===== src/hw/rtl/chgs_pkg.sv =====
// shared types and constants of the convex hull engine
`default_nettype none

package chgs_pkg;

   localparam int MAX_POINTS = 64;
   localparam int COORD_W    = 16;
   localparam int IDX_W      = $clog2(MAX_POINTS);
   localparam int CNT_W      = $clog2(MAX_POINTS + 1);
   localparam int DIFF_W     = COORD_W + 1;
   localparam int PROD_W     = 2 * DIFF_W;
   localparam int CROSS_W    = PROD_W + 1;

   typedef logic signed [COORD_W-1:0] coord_type;

   // result status codes
   typedef enum logic [1:0] {
      ST_OK    = 2'd0,
      ST_FEW   = 2'd1,
      ST_DEGEN = 2'd2,
      ST_OVF   = 2'd3
   } status_type;

   // side information that travels with a cross product
   typedef struct packed {
      logic last;
      logic skip;
      logic far;
   } cx_tag_type;

   // cross product request: origin o, points a and b
   typedef struct packed {
      logic       valid;
      cx_tag_type tag;
      coord_type  ox;
      coord_type  oy;
      coord_type  ax;
      coord_type  ay;
      coord_type  bx;
      coord_type  by;
   } cx_op_type;

   // cross product result: sign only
   typedef struct packed {
      logic       valid;
      cx_tag_type tag;
      logic       pos;
      logic       zero;
   } cx_res_type;

endpackage

`default_nettype wire


===== src/hw/rtl/chgs_cross.sv =====
// three-stage pipelined cross product sign unit
`default_nettype none

module chgs_cross (
   input  wire logic                 clock,
   input  wire logic                 reset,
   input  wire chgs_pkg::cx_op_type  op,
   output chgs_pkg::cx_res_type      res
);

   // stage 1: differences
   logic                                   s1_vld_ff;
   chgs_pkg::cx_tag_type                   s1_tag_ff;
   logic signed [chgs_pkg::DIFF_W-1:0]     dax_ff, day_ff, dbx_ff, dby_ff;
   // stage 2: products
   logic                                   s2_vld_ff;
   chgs_pkg::cx_tag_type                   s2_tag_ff;
   logic signed [chgs_pkg::PROD_W-1:0]     p1_ff, p2_ff;
   // stage 3: sign of the difference
   logic                                   s3_vld_ff;
   chgs_pkg::cx_tag_type                   s3_tag_ff;
   logic                                   pos_ff, zero_ff;

   logic signed [chgs_pkg::DIFF_W-1:0]     dax_in, day_in, dbx_in, dby_in;
   logic signed [chgs_pkg::PROD_W-1:0]     p1_in, p2_in;
   logic signed [chgs_pkg::CROSS_W-1:0]    c_val;

   assign dax_in = chgs_pkg::DIFF_W'(op.ax) - chgs_pkg::DIFF_W'(op.ox);
   assign day_in = chgs_pkg::DIFF_W'(op.ay) - chgs_pkg::DIFF_W'(op.oy);
   assign dbx_in = chgs_pkg::DIFF_W'(op.bx) - chgs_pkg::DIFF_W'(op.ox);
   assign dby_in = chgs_pkg::DIFF_W'(op.by) - chgs_pkg::DIFF_W'(op.oy);
   assign p1_in  = chgs_pkg::PROD_W'(dax_ff) * chgs_pkg::PROD_W'(dby_ff);
   assign p2_in  = chgs_pkg::PROD_W'(day_ff) * chgs_pkg::PROD_W'(dbx_ff);
   assign c_val  = chgs_pkg::CROSS_W'(p1_ff) - chgs_pkg::CROSS_W'(p2_ff);

   always_ff @(posedge clock) begin
      dax_ff    <= dax_in;
      day_ff    <= day_in;
      dbx_ff    <= dbx_in;
      dby_ff    <= dby_in;
      s1_tag_ff <= op.tag;
      p1_ff     <= p1_in;
      p2_ff     <= p2_in;
      s2_tag_ff <= s1_tag_ff;
      pos_ff    <= !c_val[chgs_pkg::CROSS_W-1] && (c_val != '0);
      zero_ff   <= (c_val == '0);
      s3_tag_ff <= s2_tag_ff;
      if (reset) begin
         s1_vld_ff <= 1'b0;
         s2_vld_ff <= 1'b0;
         s3_vld_ff <= 1'b0;
      end else begin
         s1_vld_ff <= op.valid;
         s2_vld_ff <= s1_vld_ff;
         s3_vld_ff <= s2_vld_ff;
      end
   end

   assign res.valid = s3_vld_ff;
   assign res.tag   = s3_tag_ff;
   assign res.pos   = pos_ff;
   assign res.zero  = zero_ff;

endmodule

`default_nettype wire

===== config.mk =====
export PLATFORM = sky130hd
export DESIGN_NAME = chgs_cross
export DESIGN_NICKNAME = d
export VERILOG_FILES = /design/src/hw/rtl/chgs_pkg.sv /design/src/hw/rtl/chgs_cross.sv
export SDC_FILE = /design/constraint.sdc
export NUM_CORES = 2
export LEC_CHECK = 0
export BUFFER_PORTS_ARGS = -buffer_cell sky130_fd_sc_hd__buf_2
export CORE_MARGIN = 2
export CORE_UTILIZATION = 45
export CTS_CLUSTER_SIZE = 14
export DETAILED_ROUTE_END_ITERATION = 16
export GPL_TIMING_DRIVEN = 0
export PLACE_DENSITY = 0.71
export SKIP_LAST_GASP = 1
export SLEW_MARGIN = 20
export SYNTH_ARGS = -nofsm -noshare
export SYNTH_HDL_FRONTEND = slang
export SYNTH_SLANG_ARGS = --single-unit
export TNS_END_PERCENT = 100

===== constraint.sdc =====
create_clock -name clock -period 8.2 [get_ports clock]
set_input_delay 0.82 -clock clock [delete_from_list [all_inputs] [get_ports clock]]
set_output_delay 0.82 -clock clock [all_outputs]
set_load 0.02 [all_outputs]

# Word-level counts from Yosys, hierarchy flattened
# Index checks and enable logic that the tools add are counted.
# op_classes
addsub	5
multipliers	2
n_reduce_logical	4
# op_table
operator	n
17-bit by 17-bit multiplier with 34-bit output	2
16-bit by 16-bit subtractor with 17-bit output	4
35-bit zero test	1
35-bit nonzero test	1
34-bit by 34-bit subtractor with 35-bit output	1
1-bit logical AND	1
1-bit zero test	1
# word_totals
regBits	150
in_bits	102
out_inout_bits	6
elab_cells	31

# Logic depth before layout (Yosys ltp)
# depth
depth_word	3
depth_mapped	25
mapped_depth_nobuf	24

# Worst setup path before layout
# OpenSTA, ideal clock, no wires.
# synth_path
path_type	register to register
from	register dby_ff[8] (netlist name)
to	register p1_ff[33] (netlist name)
setup_ns	0.127
arrival_ns	5.952
required_time_ns	8.073
slack_ns	2.120
stages_incl_launch_ff	23
path_buffers	2
period_less_slack_ns	6.080
cell_sequence	dfxtp_1 -> clkbuf_1 -> clkbuf_1 -> nand2_1 -> fa_1 -> inv_1 -> fa_1 -> inv_1 -> fa_1 -> inv_1 -> fa_1 -> fa_1 -> inv_1 -> fa_1 -> inv_1 -> ha_1 -> nand4_1 -> o41ai_2 -> a21oi_1 -> o31ai_1 -> o21a_1 -> and4_1 -> nor3_1
# synth_between
elab_chain_len	1
# synth_rtl
item	line_no	text
start: declaration	chgs_cross.sv:14	logic signed [chgs_pkg::DIFF_W-1:0] dax_ff, day_ff, dbx_ff, dby_ff;
start signal: assignment	chgs_cross.sv:40	dby_ff <= dby_in;
17-bit by 17-bit multiplier with 34-bit output	chgs_cross.sv:32	assign p1_in = chgs_pkg::PROD_W'(dax_ff) * chgs_pkg::PROD_W'(dby_ff);
via p1_in (one bit)	chgs_cross.sv:25	logic signed [chgs_pkg::PROD_W-1:0] p1_in, p2_in;
end signal: assignment	chgs_cross.sv:42	p1_ff <= p1_in;
end: declaration	chgs_cross.sv:18	logic signed [chgs_pkg::PROD_W-1:0] p1_ff, p2_ff;
# The timed path passes the listed nets, and every way through them passes these cells.
# A chain may end at the register's enable or synchronous reset.

# Final worst setup path
# layout_path
from	register dax_ff[7] (netlist name)
to	register p1_ff[33] (netlist name)
# layout_between
elab_chain_len	1
# layout_rtl
item	line_no	text
start: declaration	chgs_cross.sv:14	
start signal: assignment	chgs_cross.sv:37	dax_ff <= dax_in;
17-bit by 17-bit multiplier with 34-bit output	chgs_cross.sv:32	
via p1_in (one bit)	chgs_cross.sv:25	
# The timed path passes the listed nets, and every way through them passes these cells.

==> impl_summary.log <==
[metrics] result of the run: finished, final reports clean
[metrics] Post-synth ARST share: 0%
[metrics] smallest hold slack: 0.327 ns
[metrics] global placer's final weighted congestion: 0.941
[metrics] hold crit path type: reg2reg
[metrics] root buffer cell: clkbuf_16
[metrics] unrepaired setup endpoints after global routing: false
[metrics] CP Class: reg2reg
[metrics] area after detailed placement: 31,700 um2
[metrics] net count after synthesis: 4,283
[metrics] WP data required: 8.56 ns
[metrics] post-CTS resize count: 0
[metrics] Worst setup EP type: flip-flop
[metrics] maximum clock rate: 0.138 GHz
[metrics] total length of routed met3 wires: 5.59 mm
[metrics] Syn-to-layout area delta: 7.48%
[metrics] count of cell types in the netlist: 82
[metrics] average via count per standard cell: 5.24
[metrics] setup slack of the most critical reg-to-reg path: 0.96 ns
[metrics] Reg clk slew, reported paths: 0.07 ns
[metrics] remaining antenna violation count: 0
[metrics] hold-critical path depth: 0
[metrics] gate count of the mapped netlist: 3,316
[metrics] area enclosed by the die boundary: 68,800 um2
[metrics] wire length per cell: 17.4 um
[metrics] final core utilization: 48.9%
[metrics] number of buffers on the longest clock path: 2
[metrics] prevailing post-synth register cell: dfxtp_1
[metrics] flip-flop and latch count after synthesis: 150
[metrics] worst-case clock skew: 0.0232 ns
[metrics] number of warning messages in the yosys log: 0
[metrics] via count of the first global-routing pass: 23,800
[metrics] Routed Wire Length: 75.0 mm
[metrics] placeable core region: 66,000 um2
[metrics] hold path startpoint: s1_tag_ff[0]
[metrics] total CTS buffers: 17
[metrics] hold buffer count at cts: 0
[metrics] DRT met1 WL: 30.8 mm
[metrics] vertical extent of the die: 262 um
[metrics] # DRC: 0
[metrics] cell depth of the worst flop-to-flop path: 21
[metrics] first-pass GRT wire length: 124 mm
[metrics] initial standard-cell utilization of the core: 45.5%
[metrics] Hold Fails Final Rpt: 0
[metrics] source of the worst register-to-register timing path: dax_ff[7]
[metrics] relative slew slack: 46.0%
[metrics] area of all placed cells without fillers: 32,300 um2
[metrics] Post-Syn Area per Cell: 9.06 um2
[metrics] die boundary width: 262 um
[metrics] proportion of layout cells with a drive suffix above 1: 5.07%
[metrics] number of post-CTS setup repair buffers: 0
[metrics] number of top-level pins: 108
[metrics] final HPWL from detailed placement: 64.9 mm
[metrics] post-synthesis instance area: 30,000 um2
[metrics] number of synthesized flops with an enable pin: 0
[metrics] Min Clock Period, post-route: 7.24 ns
[metrics] H-tree depth: 4
[metrics] Sink Count: 150
[metrics] Routed met2 length: 35.6 mm
[metrics] iteration count of the initial detailed-routing pass: 7
[metrics] uppermost layer routed: met5
[metrics] proportion of synthesized chip area in sequential cells: 10.0%
[metrics] area share of the leading cell type in the synthesized netlist: 39.8%
[metrics] largest cells by area after synthesis: fa_1 (40%), ha_1 (11%), dfxtp_1 (10%)
[metrics] global router's overall resource usage: 22.9%
[metrics] worst reg2reg endpoint: p1_ff[33]
[metrics] number of buffers inserted by port buffering: 107
[metrics] iteration-0 DRC count of the detailed router: 1,311
[metrics] number of antenna violations at the first check in global routing: 8
[metrics] pin slew with the least headroom to its limit: 0.804 ns
[metrics] share of the clock period used by the worst path after layout: 88.3%
[metrics] Critical Path Fanout Max: 10
[metrics] nets: 4,409
[metrics] critical path launch point type: flip-flop
[metrics] Core Rows: 94
[metrics] setup total negative slack: 0 ns
[metrics] aggregate global routing overflow: 0
[metrics] Arrival @ worst endpoint: 7.60 ns
[metrics] max capacitance violation total: 0
[metrics] total number of vias: 22,600
[metrics] clock latency of the later-clocked register in the worst-skew pair: 0.46 ns
[metrics] largest net degree at the start of global routing: 20
[metrics] endpoint of the worst hold path: s2_tag_ff[0]
[metrics] Slew Viols, Final: 0
[metrics] CTS tree: done
[metrics] total of endpoints with negative setup slack in the final report: 0
[metrics] largest area contributor in the netlist: fa_1
[metrics] number of fill cells: 6,210
[critical path, cell delays in order, from the launching register on]
cell and delay (ns):
dfxtp_1 0.68, clkbuf_1 0.55, nand2_1 0.17, fa_1 0.55
inv_1 0.05, fa_1 0.49, inv_1 0.06, fa_1 0.53
inv_1 0.05, fa_1 0.49, fa_1 0.51, inv_1 0.05
fa_1 0.47, inv_1 0.04, ha_1 0.35, nand4_1 0.18
o41ai_2 0.66, a21oi_1 0.23, o31ai_1 0.47, o21a_1 0.25
nor4_1 0.06, nor3_1 0.23
[per-stage QoR]
step | instances | setup slack, ns
after CTS | 4319 | 1.05
after global placement | 4287 | 1.14
after global routing | 4320 | 0.490
final | 4321 | 0.959
after detailed placement | 4287 | 1.12
after floorplan | 3316 | 2.12
[logic make-up (layout without fill, tap and decap cells)]
group / after synthesis / count (layout) / share of synthesized area [%]
AND/OR/NAND/NOR: 985 / 985 / 16.5
adder cells (fa/ha/maj): 865 / 865 / 50.9
buffers and inverters: 799 / 938 / 10.1
AO/OA/AOI/OAI: 400 / 400 / 9.07
flip-flops: 150 / 150 / 10.0
XOR/XNOR: 108 / 108 / 3.15
multiplexers: 9 / 9 / 0.317
other: 0 / 2 / 0
[per-layer routing]
metal / vias to the layer above / global-route usage (%)
li1: 10500 / -
met1: 11300 / 29.5
met2: 714 / 37.9
met3: 160 / 4.66
met4: 8 / 8.79
met5: - / 0
[cell usage in the layout (no fill, tap or decap), drive strengths merged, types with 10 or more instances in the layout]
| cell type | netlist | layout |
|---|---|---|
| nand2 | 330 | 330 |
| nand3 | 22 | 22 |
| xor2 | 25 | 25 |
| o21ai | 83 | 83 |
| o211ai | 12 | 12 |
| nand2b | 33 | 33 |
| and3 | 14 | 14 |
| fa | 597 | 597 |
| inv | 701 | 706 |
| o21a | 23 | 23 |
| clkinv | 0 | 10 |
| a21oi | 94 | 94 |
| a31oi | 13 | 13 |
| nor2 | 147 | 147 |
| dfxtp | 150 | 150 |
| nor3 | 36 | 36 |
| nor4 | 11 | 11 |
| ha | 268 | 268 |
| or3 | 17 | 17 |
| a211oi | 19 | 19 |
| buf | 8 | 115 |
| nor2b | 30 | 30 |
| o21bai | 14 | 14 |
| a21boi | 18 | 18 |
| xnor2 | 83 | 83 |
| and2 | 302 | 302 |
| clkbuf | 90 | 107 |
| a21o | 46 | 46 |
| o31ai | 13 | 13 |
| nand4 | 19 | 19 |
[area by class of cell]
class,count,area [um2],area share (%)
buffer,98,392,1.21
tap,864,1080,3.35
multi-input combinational,2367,24000,74.4
clock buffer,17,425,1.32
sequential,150,3000,9.30
timing repair buffer,107,536,1.66
inverter,701,2630,8.15
clock inverter,15,199,0.616
antenna,2,5.00,0.0155
[registers in the layout (all words and copies together) (netlist names), 3 cells and up]
name	count
dax_ff	17
s1_tag_ff	3
res	3
s2_tag_ff	3
dbx_ff	17
dby_ff	17
day_ff	17
p1_ff	34
p2_ff	34
[synthesized netlist by cell type, types with 16 or more instances]
cell type	instances
ha_1	268
nor2b_1	30
o21a_1	23
nand2_1	330
o21ai_0	79
and2_1	302
nand3_1	22
xnor2_1	83
a21o_1	46
a21oi_1	93
nor3_1	36
dfxtp_1	150
clkbuf_1	90
or3_1	17
inv_1	701
xor2_1	25
nand4_1	19
fa_1	597
a21boi_0	16
nor2_1	147
nand2b_1	33
a211oi_1	17
[how the worst max path moves through the flow]
stage	from	end	slack, ns	cells past startpoint
5_1_grt	dby_ff[8]	p1_ff[33]	0.49	22
3_5_place_dp	dax_ff[7]	p1_ff[33]	1.12	21
6_report	dax_ff[7]	p1_ff[33]	0.96	21
2_1_floorplan	dby_ff[8]	p1_ff[33]	2.12	22
3_3_place_gp	dax_ff[7]	p1_ff[33]	1.14	21
4_1_cts	dax_ff[7]	p1_ff[33]	1.05	21
Power is left out: the tool's default activity adds up to more than one toggle a clock period on the data nets, which glitch-free logic cannot reach.
